$ cat src/sv/nnsb_pkg.sv
// ----------------------------------------------------------------------------
// nnsb_pkg
// shared types and constants of the nearest-neighbor stretch blitter
// ----------------------------------------------------------------------------
package nnsb_pkg;

  localparam int ADDR_W     = 16;
  localparam int PIX_W      = 16;
  localparam int CFG_IDX_W  = 3;
  localparam int CFG_DATA_W = 12;

  // configuration register indexes
  typedef enum logic [CFG_IDX_W-1:0] {
    REG_SRC_W  = 3'd0,
    REG_SRC_H  = 3'd1,
    REG_DST_W  = 3'd2,
    REG_DST_H  = 3'd3,
    REG_KEY_EN = 3'd4
  } cfg_reg_t;

  // effective (clamped) rectangle sizes
  typedef struct packed {
    logic [8:0]  src_w;
    logic [8:0]  src_h;
    logic [11:0] dst_w;
    logic [11:0] dst_h;
  } size_t;

  // one result beat
  typedef struct packed {
    logic [PIX_W-1:0] pixel;
    logic             write_enable;
    logic [10:0]      dest_x;
    logic [10:0]      dest_y;
    logic             row_end;
    logic             frame_end;
  } beat_t;

  typedef enum logic [3:0] {
    ST_IDLE    = 4'b0001,
    ST_READ    = 4'b0010,
    ST_ADV_COL = 4'b0100,
    ST_ADV_ROW = 4'b1000
  } walk_state_t;

endpackage

$ cat src/sv/nnsb_load_addr.sv
// ----------------------------------------------------------------------------
// nnsb_load_addr
// raster write address for source pixel loads, wraps at the rectangle end
// ----------------------------------------------------------------------------
module nnsb_load_addr
  import nnsb_pkg::*;
(
  input  logic              clk,
  input  logic              rst_n,
  input  logic              load_fire,
  input  size_t             sizes,
  output logic [ADDR_W-1:0] load_addr
);

  logic [ADDR_W-1:0] addr_r, addr_nxt;
  logic [7:0]        col_r, col_nxt;
  logic [7:0]        row_r, row_nxt;
  logic              col_last, row_last;

  assign col_last = {1'b0, col_r} >= (sizes.src_w - 9'd1);
  assign row_last = {1'b0, row_r} >= (sizes.src_h - 9'd1);

  always_comb begin
    addr_nxt = addr_r;
    col_nxt  = col_r;
    row_nxt  = row_r;
    if (load_fire) begin
      if (col_last) begin
        col_nxt = '0;
        if (row_last) begin
          row_nxt  = '0;
          addr_nxt = '0;
        end else begin
          row_nxt  = row_r + 8'd1;
          addr_nxt = addr_r + 16'd1;
        end
      end else begin
        col_nxt  = col_r + 8'd1;
        addr_nxt = addr_r + 16'd1;
      end
    end
  end

  always_ff @(posedge clk) begin
    if (!rst_n) begin
      addr_r <= '0;
      col_r  <= '0;
      row_r  <= '0;
    end else begin
      addr_r <= addr_nxt;
      col_r  <= col_nxt;
      row_r  <= row_nxt;
    end
  end

  assign load_addr = addr_r;

endmodule

$ cat config.mk
export PLATFORM = sky130hd
export DESIGN_NAME = nnsb_load_addr
export DESIGN_NICKNAME = d
export VERILOG_FILES = /design/src/sv/nnsb_pkg.sv /design/src/sv/nnsb_load_addr.sv
export SDC_FILE = /design/constraint.sdc
export NUM_CORES = 1
export LEC_CHECK = 0
export ABC_AREA = 1
export BUFFER_PORTS_ARGS = -buffer_cell sky130_fd_sc_hd__buf_2
export CAP_MARGIN = 20
export CORE_ASPECT_RATIO = 0.5
export CORE_MARGIN = 4
export CORE_UTILIZATION = 57
export CTS_CLUSTER_SIZE = 30
export DETAILED_ROUTE_END_ITERATION = 8
export PLACE_DENSITY = 0.86
export SLEW_MARGIN = 20
export SYNTH_ARGS = -nofsm -noshare
export SYNTH_HDL_FRONTEND = slang
export SYNTH_SLANG_ARGS = --single-unit
export TNS_END_PERCENT = 10
$ cat constraint.sdc
create_clock -name clk -period 4.41 [get_ports clk]
set_input_delay 0.6615 -clock clk [delete_from_list [all_inputs] [get_ports clk]]
set_output_delay 0.6615 -clock clk [all_outputs]
set_load 0.02 [all_outputs]
==> flow_metrics.tcl <==
set metrics [dict create \
    grt_util_all_layers_pct 18.9 \
    n_antenna_cell 0 \
    power_per_cell_area_nw_per_um2 261 \
    ys.flop_type "dfxtp_1" \
    grt_antenna_before_repair 0 \
    synth-warning-count 0 \
    maximum_clock_skew_at_final_layout_ns 0.00866 \
    buffers_added_on_ports 36 \
    fin_crit_ns 2.84 \
    fin_worst_hold_slack_ns 0.494 \
    synth.distinct_cells 33 \
    drv_cap 0 \
    num_io_pins 61 \
    ant_nets 0 \
    yosys-top-cells-count "66 x nand2_1, 48 x inv_1, 33 x nor2_1" \
    timing_max_transition_violations_final 0 \
    synth_enable_flop_cells 0 \
    cts_root_buffer "clkbuf_8" \
    cts_htree_levels 2 \
    final_net_count 414 \
    power_leakage_nw 1.23 \
    peakVddDrop_mv 0.117 \
    synth_seq_cells 32 \
    globalRouteOverflowTotal 0 \
    dp_hpwl_mm 3.58 \
    drive_gt1_share_pct 18.9 \
    net_switching_power_mw 0.169 \
    tritoncts.num_buffers 5 \
    pin_slew_with_the_least_headroom_to_its_limit_ns 0.435 \
    synth_top_area_cell "dfxtp_1" \
    vias_per_cell 4.91 \
    core_area_um2 3600 \
    clock.fmax_mhz 352 \
    netSwitchingFraction_pct 25.3 \
    p_int_mw 0.499 \
    first_iter_violations 60 \
    crit_arrival_ns 3.02 \
    ff_latch_area_um2 641 \
    worstPathMaxFanout 17 \
    postSynthCellCount 308 \
    unrepaired_setup_endpoints_after_global_routing "no" \
    detail_route.wirelength_mm 4.41 \
    netlist_area_um2 2240 \
    power.share.sequential_pct 45.3 \
    setup.worst_path.end_class "flop" \
    grt_pass1_wl_mm 7.73 \
    grt_max_degree 18 \
    rel_slew_slack_pct 70.8 \
    die_h_um 52.3 \
    cts_tree "done" \
    setup_tns_ns 0 \
    category_of_the_most_critical_setup_path "in2reg" \
    multiInputGateArea_um2 1370 \
    drc_errors 0 \
    synth.yosys.seq_area_share_pct 28.6 \
    cts.path.max_buffers 2 \
    post-synth-top-count-cell "nand2_1" \
    min-delay-path-class "reg2reg" \
    syn-num-nets 374 \
    filler_cells_inserted 299 \
    setup_violations 0 \
    clock_latency_ns 0.29 \
    initial_utilization_pct 62.1 \
    asyncSetResetFlopFracSynth_pct 0 \
    number_of_detailed_route_iterations_in_the_first_pass 4 \
    clock_power_share_pct 41.1 \
    gp_weighted_congestion 0.824 \
    synth_top_cells_by_area "dfxtp_1 29%, ha_1 12%, nand2_1 11%" \
    post-cts-setup-buffer-count 0 \
    hold_viol 0 \
    comb_power_share_pct 13.6 \
    status "finished, final reports clean" \
    route.vias.total 1965 \
    row_count 15 \
    die_area_um2 5050 \
    hold_bufs_at_cts 0 \
    clkTransAtPathRegs_ns 0.07 \
    areaGrowthSynthToFinish_pct 14.1 \
    timing.final.crit_share_pct 64.3 \
    numClockSinks 32 \
    cp-start-kind "input pin" \
    worstPathRequired_ns 4.59 \
    routed_wire_length_per_instance_um 11.0 \
    syn-mean-instance-area_um2 7.26 \
    synth_top_area_share_pct 28.6 \
    cts.repair.resized 0 \
    dieWidth_um 96.6 \
    grt_pass1_vias 1821 \
]
[worst max-delay path, cell delays in order]
cell,delay (ns)
buf_2,0.12
nor2_1,0.10
nand2_1,0.09
or3_1,0.36
nor3_1,0.19
xor2_1,0.10
ha_1,0.32
nand2_1,0.05
nor2_1,0.08
a41oi_1,0.12
nand2_1,0.18
nand3_4,0.14
nand2_4,0.17
nand2_4,0.08
inv_6,0.17
nor2_1,0.07
[metal layers]
metal | part of all wire [%] | up-vias | track usage [%]
li1 | - | 1042 | -
met1 | 47 | 870 | 21.7
met2 | 46 | 45 | 35.0
met3 | 4.8 | 8 | 4.52
met4 | 1.6 | 0 | 7.46
met5 | 0 | - | 0
[layout by cell type (no fill, tap or decap), types with 4 or more instances in the layout]
| master | instances |
|---|---|
| nand3_1 | 15 |
| xnor2_1 | 7 |
| nor2_2 | 9 |
| o21ai_0 | 5 |
| nor3_1 | 8 |
| ha_1 | 21 |
| xor2_1 | 23 |
| a21oi_1 | 12 |
| buf_2 | 36 |
| dfxtp_1 | 32 |
| inv_1 | 48 |
| nor2_1 | 33 |
| nand2_1 | 66 |
| nor2_4 | 4 |
| clkbuf_8 | 5 |
[stage by stage]
stage                     power (mW)  std cells  utilization (%)  setup WS [ns]  instance area [um2]
after global placement         0.395        392             67.8           1.32                 2440
after floorplan                0.373        308                -           1.71                 2240
after detailed placement       0.400        392             67.8           1.27                 2440
final                          0.667        400             70.8           1.57                 2550
after CTS                      0.673        400             70.8           1.57                 2550
after global routing           0.702        400             70.8           1.36                 2550
[power by group through the flow]
stage / clock (mW) / combinational (mW) / sequential [mW]
finish: 0.274 / 0.0905 / 0.303
global route: 0.296 / 0.103 / 0.303
CTS: 0.279 / 0.0911 / 0.302
detailed placement: 0 / 0.0906 / 0.309
global placement: 0 / 0.0866 / 0.309
floorplan: 0 / 0.0582 / 0.315
[path summary, 6_finish.rpt]
check / slack, ns / depth (start not counted) / to / start
setup / recovery: 1.57 / 16 / row_r[4] / sizes[35]
hold reg to reg: 0.49 / 2 / col_r[0] / col_r[0]
hold / removal: 0.49 / 2 / col_r[0] / col_r[0]
setup reg to reg: 2.42 / 14 / row_r[4] / col_r[2]
[cell type report]
cell class / instances / area share (%)
clock buffers: 6 / 2.84
clock inverters: 2 / 1.37
well taps: 51 / 2.50
repair buffers: 36 / 7.06
inverters: 49 / 7.40
multi-input cells: 224 / 53.7
flip-flops and latches: 32 / 25.1
[sequential cells by signal (all words and copies together) (netlist names)]
register   cells
col_r          8
load_addr     16
row_r          8
[cells by family (layout without fill, tap and decap cells)]
family | after synthesis | in the layout | synth area share [%]
AO/OA/AOI/OAI | 22 | 22 | 5.37
XOR/XNOR | 30 | 30 | 11.7
buffers and inverters | 52 | 93 | 10.1
adder cells (fa/ha/maj) | 21 | 21 | 11.7
AND/OR/NAND/NOR | 151 | 151 | 32.4
flip-flops | 32 | 32 | 28.6
No activity file was read; power rests on OpenSTA's default activity.
