--- src/sv/nnsb_pkg.sv ---
// ----------------------------------------------------------------------------
// nnsb_pkg
// shared types and constants of the nearest-neighbor stretch blitter
// ----------------------------------------------------------------------------
package nnsb_pkg;

  localparam int ADDR_W     = 16;
  localparam int PIX_W      = 16;
  localparam int CFG_IDX_W  = 3;
  localparam int CFG_DATA_W = 12;

  // configuration register indexes
  typedef enum logic [CFG_IDX_W-1:0] {
    REG_SRC_W  = 3'd0,
    REG_SRC_H  = 3'd1,
    REG_DST_W  = 3'd2,
    REG_DST_H  = 3'd3,
    REG_KEY_EN = 3'd4
  } cfg_reg_t;

  // effective (clamped) rectangle sizes
  typedef struct packed {
    logic [8:0]  src_w;
    logic [8:0]  src_h;
    logic [11:0] dst_w;
    logic [11:0] dst_h;
  } size_t;

  // one result beat
  typedef struct packed {
    logic [PIX_W-1:0] pixel;
    logic             write_enable;
    logic [10:0]      dest_x;
    logic [10:0]      dest_y;
    logic             row_end;
    logic             frame_end;
  } beat_t;

  typedef enum logic [3:0] {
    ST_IDLE    = 4'b0001,
    ST_READ    = 4'b0010,
    ST_ADV_COL = 4'b0100,
    ST_ADV_ROW = 4'b1000
  } walk_state_t;

endpackage

--- src/sv/nnsb_walk.sv ---
// ----------------------------------------------------------------------------
// nnsb_walk
// destination raster walker: source pick, result beat, accumulator stepping
// ----------------------------------------------------------------------------
module nnsb_walk
  import nnsb_pkg::*;
(
  input  logic              clk,
  input  logic              rst_n,
  input  logic              req_fire,
  input  size_t             sizes,
  input  logic              key_en,
  input  logic [PIX_W-1:0]  rd_data,
  output logic [ADDR_W-1:0] rd_addr,
  output logic              busy,
  output logic              out_valid,
  output beat_t             out_beat
);

  walk_state_t       state_r, state_nxt;
  logic [10:0]       out_col_r, out_col_nxt;
  logic [10:0]       out_row_r, out_row_nxt;
  logic [12:0]       col_acc_r, col_acc_nxt;
  logic [12:0]       row_acc_r, row_acc_nxt;
  logic [7:0]        src_col_r, src_col_nxt;
  logic [ADDR_W-1:0] row_base_r, row_base_nxt;
  logic              out_valid_r, out_valid_nxt;
  beat_t             beat_r, beat_nxt;

  logic last_col, last_row, col_ge, row_ge;

  assign last_col = {1'b0, out_col_r} >= (sizes.dst_w - 12'd1);
  assign last_row = {1'b0, out_row_r} >= (sizes.dst_h - 12'd1);
  assign col_ge   = col_acc_r >= {1'b0, sizes.dst_w};
  assign row_ge   = row_acc_r >= {1'b0, sizes.dst_h};
  assign rd_addr  = row_base_r + {8'd0, src_col_r};

  always_comb begin
    state_nxt     = state_r;
    out_col_nxt   = out_col_r;
    out_row_nxt   = out_row_r;
    col_acc_nxt   = col_acc_r;
    row_acc_nxt   = row_acc_r;
    src_col_nxt   = src_col_r;
    row_base_nxt  = row_base_r;
    out_valid_nxt = 1'b0;
    beat_nxt      = beat_r;
    case (state_r)
      ST_IDLE: begin
        if (req_fire) begin
          state_nxt = ST_READ;
        end
      end
      ST_READ: begin
        out_valid_nxt         = 1'b1;
        beat_nxt.pixel        = rd_data;
        beat_nxt.write_enable = !(key_en && (rd_data == '0));
        beat_nxt.dest_x       = out_col_r;
        beat_nxt.dest_y       = out_row_r;
        beat_nxt.row_end      = last_col;
        beat_nxt.frame_end    = last_col && last_row;
        if (!last_col) begin
          col_acc_nxt = col_acc_r + {4'd0, sizes.src_w};
          out_col_nxt = out_col_r + 11'd1;
          state_nxt   = ST_ADV_COL;
        end else begin
          out_col_nxt = '0;
          col_acc_nxt = '0;
          src_col_nxt = '0;
          if (last_row) begin
            out_row_nxt  = '0;
            row_acc_nxt  = '0;
            row_base_nxt = '0;
            state_nxt    = ST_IDLE;
          end else begin
            row_acc_nxt = row_acc_r + {4'd0, sizes.src_h};
            out_row_nxt = out_row_r + 11'd1;
            state_nxt   = ST_ADV_ROW;
          end
        end
      end
      ST_ADV_COL: begin
        if (col_ge) begin
          col_acc_nxt = col_acc_r - {1'b0, sizes.dst_w};
          src_col_nxt = src_col_r + 8'd1;
        end else begin
          state_nxt = ST_IDLE;
        end
      end
      ST_ADV_ROW: begin
        if (row_ge) begin
          row_acc_nxt  = row_acc_r - {1'b0, sizes.dst_h};
          row_base_nxt = row_base_r + {7'd0, sizes.src_w};
        end else begin
          state_nxt = ST_IDLE;
        end
      end
      default: begin
        state_nxt = ST_IDLE;
      end
    endcase
  end

  always_ff @(posedge clk) begin
    if (!rst_n) begin
      state_r     <= ST_IDLE;
      out_col_r   <= '0;
      out_row_r   <= '0;
      col_acc_r   <= '0;
      row_acc_r   <= '0;
      src_col_r   <= '0;
      row_base_r  <= '0;
      out_valid_r <= 1'b0;
    end else begin
      state_r     <= state_nxt;
      out_col_r   <= out_col_nxt;
      out_row_r   <= out_row_nxt;
      col_acc_r   <= col_acc_nxt;
      row_acc_r   <= row_acc_nxt;
      src_col_r   <= src_col_nxt;
      row_base_r  <= row_base_nxt;
      out_valid_r <= out_valid_nxt;
    end
  end

  always_ff @(posedge clk) begin
    beat_r <= beat_nxt;
  end

  assign busy      = (state_r != ST_IDLE);
  assign out_valid = out_valid_r;
  assign out_beat  = beat_r;

  // a strobe only follows the read cycle
  a_valid_after_read: assert property (@(posedge clk) disable iff (!rst_n)
    out_valid_r |-> $past(state_r == ST_READ))
    else $error("result strobe without a preceding read");

  // never two strobes in a row for one request
  a_single_strobe: assert property (@(posedge clk) disable iff (!rst_n)
    out_valid_r |=> !out_valid_r)
    else $error("result strobe held for more than one cycle");

  // column stepping stops once the accumulator is below the target width
  a_col_step_done: assert property (@(posedge clk) disable iff (!rst_n)
    (state_r == ST_ADV_COL && !col_ge) |=> state_r == ST_IDLE)
    else $error("column advance did not finish");

  // end of frame is always also end of row
  a_frame_row: assert property (@(posedge clk) disable iff (!rst_n)
    (out_valid_r && beat_r.frame_end) |-> beat_r.row_end)
    else $error("frame end without row end");

endmodule

--- config.mk ---
export PLATFORM = sky130hd
export DESIGN_NAME = nnsb_walk
export DESIGN_NICKNAME = d
export VERILOG_FILES = /design/src/sv/nnsb_pkg.sv /design/src/sv/nnsb_walk.sv
export SDC_FILE = /design/constraint.sdc
export NUM_CORES = 1
export LEC_CHECK = 0
export BUFFER_PORTS_ARGS = -buffer_cell sky130_fd_sc_hd__buf_2
export CORE_MARGIN = 1.5
export CORE_UTILIZATION = 30
export DETAILED_ROUTE_END_ITERATION = 8
export PLACE_DENSITY = 0.57
export SETUP_SLACK_MARGIN = 0.02
export SLEW_MARGIN = 20
export SYNTH_ARGS = -nofsm -noshare
export SYNTH_HDL_FRONTEND = slang
export SYNTH_SLANG_ARGS = --single-unit
--- constraint.sdc ---
create_clock -name clk -period 8.5 [get_ports clk]
set_clock_uncertainty 0.2 [all_clocks]
set_input_delay 1.275 -clock clk [delete_from_list [all_inputs] [get_ports clk]]
set_output_delay 1.275 -clock clk [all_outputs]
set_load 0.02 [all_outputs]
==> results.toml, run 1 <==
[detailed_routing]
detail_route.drc_violations = 0
wl_met3_um = 1290
wl_per_cell_um = 15.8
dr_wl_met2_um = 10600
detail_route.wirelength_um = 23300
detailedRoute.firstPassIterationCount = 5
drtAntennaViolNets = 0
maxUsedRoutingLayer = "met4"
drt-met1-wl_um = 10900
via_per_inst = 5.18
drt_iter0_markers = 489
routed-via-count = 7643

[worst_setup_path]
critPathKind = "in -> reg"
worst_setup_path_end_kind = "flip-flop"
cpLargestDelayFamily = "compound AO/OA/AOI/OAI gates"
crit_fanout = 12
start_kind = "input port"
worstPathBufferInverterCount = 2
critical_path.max_stage_delay_ps = 740
worst_ep_required_time_ps = 8640
critical_path.cell_chain = "buf_2, nor4_1, nand2_1, xnor2_1, ha_1, o21ai_0, nor2_1, a2111oi_0, o21ai_0, buf_4, a21oi_1, a211oi_1, a211oi_1"
critPathSlowestCell = "sky130_fd_sc_hd__a21oi_1"
crit_arrival_ps = 5170

[floorplan]
initial_cell_density_of_the_core = 0.305
die_w_um = 171
core_region_area_um2 = 27800
floorplan.io_pins = 121
placement_rows = 61
die_h_um = 171
die_area_um2 = 29300

[sta]
timing.slew.headroom = 0.353
grt_setup_unrepaired = "no"
max_clk_rate_ghz = 0.199
tns_ps = 0
period_needed_ps = 5030
worst-slew-pin-transition_ps = 965
drv_slew = 0
final.period_utilization = 0.592
setup-violations-final = 0
timing_hold_violations_final = 0

[logic_synthesis]
post-synth-top-area-fraction = 0.182
ys_types = 74
average_cell_area_after_synthesis_um2 = 8.72
postSynthCellCount = 972
synth.net_count = 1126
ys.warnings.count = 0
synth_top_flop_cell = "sky130_fd_sc_hd__dfxtp_1"
edff_count_synth = 41
yosys_register_bits = 118
yosys-top-cells-area = "sky130_fd_sc_hd__dfxtp_1 18%, sky130_fd_sc_hd__edfxtp_1 15%, sky130_fd_sc_hd__ha_1 13%"
synth.yosys.seq_area_share = 0.327
mappedNetlistArea_um2 = 8470
synthDominantAreaCellType = "sky130_fd_sc_hd__dfxtp_1"
async_flop_share = 0

[cts]
cts.sink_count = 118
clock-root-buffer = "sky130_fd_sc_hd__clkbuf_16"
cts_htree_levels = 4
clk-insertion-delay-late_ps = 420
tritoncts_clock_tree = "done"
post_cts_resized = 0
clk_pin_slew_worst_paths_ps = 60
numCtsBuffers = 17
cts-hold-fix-buffers = 0
cts.repair_timing.setup_buffer_count = 0
cts_max_path_buffers = 2

[outcome]
status = "complete, no violations"

[global_routing]
via_count_of_the_first_global_routing_pass = 7356
overall_routing_resource_usage = 0.161
grt_first_pass_wirelength_um = 37300
number_of_antenna_violations_at_the_first_check_in_global_routing = 0
globalRoute.totalOverflow = 0
grt_start_max_net_pins = 50

[placed_design]
placement.cell_area_um2 = 9450
placement.io_buffers = 120
replace_congestion = 0.871
hpwl_um = 18100

[finish]
mostFrequentLayoutCell = "sky130_fd_sc_hd__buf_2"
final_layout_size_suffix_gt1_frac = 0.161
finalCoreUtilization = 0.361
num_antenna_cells = 0
mostFrequentLayoutCells = "120 x sky130_fd_sc_hd__buf_2, 88 x sky130_fd_sc_hd__nor2_1, 86 x sky130_fd_sc_hd__ha_1"
syn_to_final_growth_pct = 18.3
postLayoutCellArea_um2 = 10000
nets = 1239

[worst_hold_path]
timing.hold.worst.class = "reg -> reg"

[flow_run]
timing.max_cap.violations = 0

[power]
total_leakage_power_nw = 4.11
power.total_w = 0.00145
power_density_nw_per_um2 = 145
power.ir.vdd_worst_v = 0.000126
-- stage by stage --
stage	hold WS, ps	setup WS, ps	cells
3_5_place_dp	274	3100	1444
6_report	278	3470	1476
5_1_grt	319	3170	1476
4_1_cts	283	3540	1476
2_1_floorplan	250	4170	972
3_3_place_gp	274	3040	1444
-- routing by layer --
layer | vias to the layer above | global-route usage
li1 | 3828 | -
met3 | 34 | 0.0331
met4 | 0 | 0.0523
met2 | 195 | 0.267
met1 | 3586 | 0.209
met5 | - | 0
-- synth_stat cells (all sizes together) (3+ instances only) --
master and instances:
o21ai 53, or4 4, nor2b 8, a31oi 12, a221oi 7, a2111oi 3, mux2i 7, o31ai 5
a211o 3, nor3 36, clkbuf 20, a211oi 24, a21o 15, nand2b 13, nor2 88, inv 54
o21bai 4, or2 3, ha 86, xor2 28, xnor2 56, nand3b 7, edfxtp 41, o211ai 10
nand2 63, o221a 3, buf 10, a21oi 77, or3 9, nand3 42, o2111ai 3, nand4 18
a311oi 6, o21a 11, fa 6, and3 20, dfxtp 77, nor4b 3, nor4 6
-- area by class of cell --
class / count / area, um^2
inverter: 55 / 206
multi-input combinational: 769 / 5370
timing repair buffer: 124 / 631
clock buffer: 19 / 433
clock inverter: 13 / 134
sequential: 118 / 2770
fill: 2929 / 17800
tap: 378 / 473
-- sequential cells by signal (all words and copies together) (netlist names) --
register and cells:
col_acc_r 13, out_beat 41, out_col_r 11, out_row_r 11, out_valid 1, row_acc_r 13, row_base_r 16, src_col_r 8
state_r 4
-- power breakdown --
part / leakage [nW] / total (W) / switching [W] / internal (W)
Clock: 0.273 / 0.000698 / 0.000268 / 0.000429
Sequential: 0.991 / 0.000597 / 0.00000553 / 0.000592
Combinational: 2.84 / 0.000158 / 0.0000975 / 0.0000608
Total: 4.11 / 0.00145 / 0.000371 / 0.00108
-- worst reg2reg max path: cells and delay by family (launching register included) --
kind / cells / cell delay [ps]
AO/OA/AOI/OAI: 6 / 2310
adder cells (fa/ha/maj): 1 / 290
buffers and inverters: 1 / 290
flip-flops: 1 / 460
AND/OR/NAND/NOR: 1 / 70
-- kinds of logic after synthesis --
| group | after synthesis | synth area share |
|---|---|---|
| buf+inv | 85 | 0.0413 |
| mux | 7 | 0.00827 |
| flops | 118 | 0.327 |
| compound gates | 261 | 0.201 |
| fa+ha+maj | 92 | 0.141 |
| xor+xnor | 84 | 0.0868 |
| simple gates | 325 | 0.194 |
-- worst paths after layout --
path | endpoint | cells past startpoint | from | slack (ps)
max | row_acc_r[1] | 13 | sizes[5] | 3470
max reg2reg | row_acc_r[1] | 9 | out_row_r[5] | 4790
min | row_base_r[15] | 2 | row_base_r[15] | 280
min reg2reg | row_base_r[15] | 2 | row_base_r[15] | 280
(Power assumes the default switching activity.)
==> run 2, diff against run 1 <==
--- a/config.mk
+++ b/config.mk
@@ -9,7 +9,7 @@
 export CORE_MARGIN = 1.5
 export CORE_UTILIZATION = 30
 export DETAILED_ROUTE_END_ITERATION = 8
-export PLACE_DENSITY = 0.57
+export PLACE_DENSITY = 0.59
 export SETUP_SLACK_MARGIN = 0.02
 export SLEW_MARGIN = 20
 export SYNTH_ARGS = -nofsm -noshare
==> constraint.sdc (replaced) <==
create_clock -name clk -period 4.2 [get_ports clk]
set_clock_uncertainty 0.2 [all_clocks]
set_input_delay 0.63 -clock clk [delete_from_list [all_inputs] [get_ports clk]]
set_output_delay 0.63 -clock clk [all_outputs]
set_load 0.02 [all_outputs]
==> run 2 against run 1 <==
Compared with the run above: hold slack worse by 73 ps; critical path type is now reg -> out; flip-flop and latch count unchanged; non-clock buffer count rose by 15; power rose by 97%; setup slack got worse by 3100 ps; clock power grew 92%; critical endpoint is now rd_addr[14]; register-to-register slack got worse by 3700 ps; critical path depth down 2.
==> results.toml, run 2 (synthesized netlist as in run 1, its figures left out) <==
[outcome]
status = "complete, no violations"

[floorplan]
die_h_um = 171
floorplan.io_pins = 121
die_w_um = 171
core_region_area_um2 = 27800
placement_rows = 61
initial_cell_density_of_the_core = 0.305
die_area_um2 = 29300

[global_routing]
grt_start_max_net_pins = 46
number_of_antenna_violations_at_the_first_check_in_global_routing = 0
globalRoute.totalOverflow = 0
grt_first_pass_wirelength_um = 37700
via_count_of_the_first_global_routing_pass = 7487
overall_routing_resource_usage = 0.163

[placed_design]
post-place-cells = 1459
placement.io_buffers = 120
hpwl_um = 18200
replace_congestion = 0.878
detailedPlace.worstSlack_ps = 124

[cts]
clock-root-buffer = "sky130_fd_sc_hd__clkbuf_16"
cts_max_path_buffers = 2
cts-hold-fix-buffers = 0
post_cts_resized = 0
numCtsBuffers = 17
tritoncts_clock_tree = "done"
cts.repair_timing.setup_buffer_count = 0
cts.sink_count = 118
cts_htree_levels = 4
clk_pin_slew_worst_paths_ps = 60
clk-insertion-delay-late_ps = 420

[finish]
mostFrequentLayoutCell = "sky130_fd_sc_hd__buf_2"
largest_register_ffs = 41
mostFrequentLayoutCells = "120 x sky130_fd_sc_hd__buf_2, 88 x sky130_fd_sc_hd__nor2_1, 86 x sky130_fd_sc_hd__ha_1"
syn_to_final_growth_pct = 19.1
finalCoreUtilization = 0.363
nets = 1254
finalNonFillerCells = 1491
num_antenna_cells = 0
final_layout_size_suffix_gt1_frac = 0.166

[worst_setup_path]
r2r_setup_slack_ps = 1140
path_common_cell = "sky130_fd_sc_hd__o21ai_0"
critical_path.cell_chain = "ha_1, inv_1, fa_1, nor2b_1, o21ai_0, a21oi_1, o21ai_0, a211o_1, nor2_1, xor2_1, buf_2"
worst_ep_required_time_ps = 3370
critPathSlowestCell = "sky130_fd_sc_hd__dfxtp_1"
worst_setup_path_end_kind = "output port"
start_kind = "flip-flop"
critPathKind = "reg -> out"
critical_path.max_stage_delay_ps = 430
crit_fanout = 5
crit_arrival_ps = 2960

[detailed_routing]
drt-met1-wl_um = 10900
via_per_inst = 5.16
detail_route.drc_violations = 0
detail_route.wirelength_um = 23500
routed-via-count = 7690
wl_per_cell_um = 15.8
detailedRoute.firstPassIterationCount = 5
wl_met3_um = 1310
dr_wl_met2_um = 11100
maxUsedRoutingLayer = "met4"
drt_iter0_markers = 436
drtAntennaViolNets = 0

[sta]
worst-slew-pin-transition_ps = 873
least_setup_slack_across_all_paths_after_layout_ps = 407
timing.slew.headroom = 0.418
max_clk_rate_ghz = 0.264
drv_slew = 0
grt_setup_unrepaired = "no"
setup-violations-final = 0
final.hold.worst_slack_ps = 204
tns_ps = 0
timing_hold_violations_final = 0
period_needed_ps = 3790
final.period_utilization = 0.903

[power]
power.ir.vdd_worst_v = 0.000274
power_density_nw_per_um2 = 284
total_leakage_power_nw = 4.17

[flow_run]
timing.max_cap.violations = 0

[worst_hold_path]
timing.hold.worst.class = "in -> reg"
-- run 2: cell types whose count changed in the layout (fill, tap and decap cells not counted), moves of 2 or more --
cell	delta
sky130_fd_sc_hd__buf_4	+14
sky130_fd_sc_hd__clkinv_1	+3
sky130_fd_sc_hd__clkinvlp_4	-2
sky130_fd_sc_hd__nor3_2	-2
sky130_fd_sc_hd__nor3_1	+2
-- run 2: layer usage --
layer,global-route usage,vias up
li1,-,3864
met1,0.204,3631
met3,0.0375,23
met2,0.284,172
met5,0,-
met4,0.0343,0
-- run 2: cell type report --
type,count,area (um^2)
Clock inverter,12,91.3
Inverter,55,206
Fill cell,2881,17700
Tap cell,378,473
Timing Repair Buffer,139,756
Multi-Input combinational cell,769,5360
Sequential cell,118,2770
Clock buffer,20,437
-- run 2: worst max-delay path, delay by kind of cell, from the launching register on --
kind	cells	cell delay [ps]
AO/OA/AOI/OAI	4	810
adder cells (fa/ha/maj)	2	600
flip-flops	1	430
buffers and inverters	2	250
XOR/XNOR	1	190
AND/OR/NAND/NOR	2	270
-- run 2: path summary, 6_finish.rpt --
| kind | to | cells after the start | startpoint |
|---|---|---|---|
| max | rd_addr[14] | 11 | src_col_r[0] |
| min | out_beat[34] | 1 | rd_data[9] |
| max reg2reg | src_col_r[6] | 8 | col_acc_r[9] |
| min reg2reg | out_beat[2] | 0 | out_row_r[0] |
-- run 2: power by group --
part	switching (W)	leakage [nW]	total (W)	internal, W
clock	0.000535	0.260	0.00134	0.000802
combinational	0.000195	2.92	0.000320	0.000125
sequential	0.0000108	0.993	0.00121	0.00120
total	0.000741	4.17	0.00286	0.00212
-- run 2: through the flow --
stage | cell area [um^2] | total power, W
after floorplan | 8470 | 0.00144
final | 10100 | 0.00286
after global routing | 10100 | 0.00297
after global placement | 9570 | 0.00155
after CTS | 10100 | 0.00288
after detailed placement | 9570 | 0.00155
==> run 3, diff against run 2 <==
--- a/config.mk
+++ b/config.mk
@@ -7,9 +7,9 @@
 export LEC_CHECK = 0
 export BUFFER_PORTS_ARGS = -buffer_cell sky130_fd_sc_hd__buf_2
 export CORE_MARGIN = 1.5
-export CORE_UTILIZATION = 30
+export CORE_UTILIZATION = 53
 export DETAILED_ROUTE_END_ITERATION = 8
-export PLACE_DENSITY = 0.59
+export PLACE_DENSITY = 0.88
 export SETUP_SLACK_MARGIN = 0.02
 export SLEW_MARGIN = 20
 export SYNTH_ARGS = -nofsm -noshare
==> run 3 against run 2 <==
Compared with the run above: via count increased by 5.2%; flip-flop and latch count unchanged; clock power about the same; final cell count decreased by 11%; die area decreased by 43%; wire length decreased by 5.3%; largest cell class unchanged.
==> results.toml, run 3 (synthesized netlist as in run 1, its figures left out) <==
[cts]
cts.sink_count = 118
cts_htree_levels = 4
numCtsBuffers = 17
post_cts_resized = 0
clock-root-buffer = "sky130_fd_sc_hd__clkbuf_16"
cts_max_path_buffers = 2
clk_pin_slew_worst_paths_ps = 60
cts-hold-fix-buffers = 0
tritoncts_clock_tree = "done"
clk-insertion-delay-late_ps = 430
cts.repair_timing.setup_buffer_count = 0

[worst_setup_path]
crit_fanout = 5
worst_setup_path_end_kind = "output port"
r2r_setup_slack_ps = 1160
start_kind = "flip-flop"
critPathKind = "reg -> out"
crit_arrival_ps = 3040
worst_ep_required_time_ps = 3370

[finish]
mostFrequentLayoutCells = "120 x sky130_fd_sc_hd__buf_2, 88 x sky130_fd_sc_hd__nor2_1, 86 x sky130_fd_sc_hd__ha_1"
nets = 1254
syn_to_final_growth_pct = 16.7
largest_register_ffs = 41
mostFrequentLayoutCell = "sky130_fd_sc_hd__buf_2"
finalCoreUtilization = 0.627
postLayoutCellArea_um2 = 9890
fill_cells = 1310
final_layout_size_suffix_gt1_frac = 0.171

[sta]
drv_slew = 0
timing_hold_violations_final = 0
final.period_utilization = 0.922
tns_ps = 0
grt_setup_unrepaired = "no"
max_clk_rate_ghz = 0.258
period_needed_ps = 3870
timing.slew.headroom = 0.304
setup-violations-final = 0
worst-slew-pin-transition_ps = 1040

[global_routing]
globalRoute.totalOverflow = 0
grt_first_pass_wirelength_um = 35900
via_count_of_the_first_global_routing_pass = 7580
number_of_antenna_violations_at_the_first_check_in_global_routing = 1
overall_routing_resource_usage = 0.270
grt_start_max_net_pins = 29

[power]
netSwitchingFraction = 0.268
total_leakage_power_nw = 4.16
power_frac_comb = 0.114
power.share.sequential = 0.426
power.ir.vdd_worst_v = 0.000304
power.total_w = 0.00284
power_density_nw_per_um2 = 287
cell_internal_pwr_w = 0.00208
clock_power_share = 0.460
switching_power_w = 0.000762

[outcome]
status = "complete, no violations"

[floorplan]
die_area_um2 = 16800
placement_rows = 46
initial_cell_density_of_the_core = 0.537
core_region_area_um2 = 15800
die_h_um = 129
die_w_um = 129
floorplan.io_pins = 121

[detailed_routing]
via_per_inst = 6.08
drt_iter0_markers = 628
detail_route.drc_violations = 0
detailedRoute.firstPassIterationCount = 7
wl_per_cell_um = 16.7
routed-via-count = 8088
drtAntennaViolNets = 0
detail_route.wirelength_um = 22200

[placed_design]
replace_congestion = 0.919
placement.io_buffers = 120
hpwl_um = 16900
placement.cell_area_um2 = 9350

[worst_hold_path]
timing.hold.worst.class = "in -> reg"

[flow_run]
timing.max_cap.violations = 0
==> run 3: cell types whose count changed in the layout (fill, tap and decap cells not counted) <==
cell / before / now
sky130_fd_sc_hd__diode_2: 0 / 1
sky130_fd_sc_hd__buf_4: 18 / 19
sky130_fd_sc_hd__buf_12: 1 / 0
sky130_fd_sc_hd__bufinv_16: 1 / 0
sky130_fd_sc_hd__inv_6: 0 / 4
sky130_fd_sc_hd__clkbuf_1: 3 / 1
sky130_fd_sc_hd__clkinvlp_4: 1 / 3
sky130_fd_sc_hd__clkinv_1: 4 / 1
sky130_fd_sc_hd__clkinv_4: 2 / 3
sky130_fd_sc_hd__clkinv_2: 5 / 4
==> run 3: power groups by stage <==
stage / Combinational, W / Clock (W) / Sequential [W]
after floorplan: 0.000195 / 0 / 0.00124
after detailed placement: 0.000315 / 0 / 0.00123
after CTS: 0.000320 / 0.00131 / 0.00121
after global routing: 0.000357 / 0.00137 / 0.00121
after global placement: 0.000308 / 0 / 0.00123
final: 0.000324 / 0.00131 / 0.00121
==> run 3: metal layers <==
| layer | wire length, um | part of all wire | vias to the layer above | track usage |
|---|---|---|---|---|
| li1 | - | - | 3877 | - |
| met1 | 9330 | 0.42 | 3784 | 0.326 |
| met2 | 10600 | 0.48 | 373 | 0.467 |
| met3 | 1710 | 0.077 | 54 | 0.0603 |
| met4 | 556 | 0.025 | 0 | 0.105 |
| met5 | 0 | 0 | - | 0 |
==> run 3: final timing paths <==
path	end	depth (start not counted)	startpoint
setup / recovery	rd_addr[12]	11	src_col_r[0]
hold / removal	out_beat[27]	1	rd_data[2]
setup reg to reg	src_col_r[6]	8	col_acc_r[5]
hold reg to reg	row_base_r[15]	2	row_base_r[15]
==> run 3: critical path, stage by stage (launching register included) <==
cell	delay [ps]
sky130_fd_sc_hd__dfxtp_1	420
sky130_fd_sc_hd__ha_1	220
sky130_fd_sc_hd__inv_1	60
sky130_fd_sc_hd__fa_1	410
sky130_fd_sc_hd__nor2b_1	140
sky130_fd_sc_hd__o21ai_0	110
sky130_fd_sc_hd__a21oi_1	200
sky130_fd_sc_hd__o21ai_0	160
sky130_fd_sc_hd__a211o_1	360
sky130_fd_sc_hd__nor2_1	160
sky130_fd_sc_hd__xor2_1	180
sky130_fd_sc_hd__buf_2	190
==> run 3: per-stage QoR <==
step                hold slack (ps)  setup slack [ps]  std cells
floorplan                       250               514        972
detailed placement              278               153       1297
global route                    188               156       1329
finish                          199               328       1330
CTS                             192               370       1329
global placement                265               305       1297
==> run 3: cell type report <==
type / count / area (um^2) / area share
antenna: 1 / 2.50 / 0.000253
tap: 216 / 270 / 0.0273
timing repair buffer: 139 / 743 / 0.0752
multi-input combinational: 769 / 5360 / 0.542
inverter: 55 / 206 / 0.0209
clock buffer: 18 / 429 / 0.0434
sequential: 118 / 2770 / 0.280
clock inverter: 14 / 104 / 0.0105
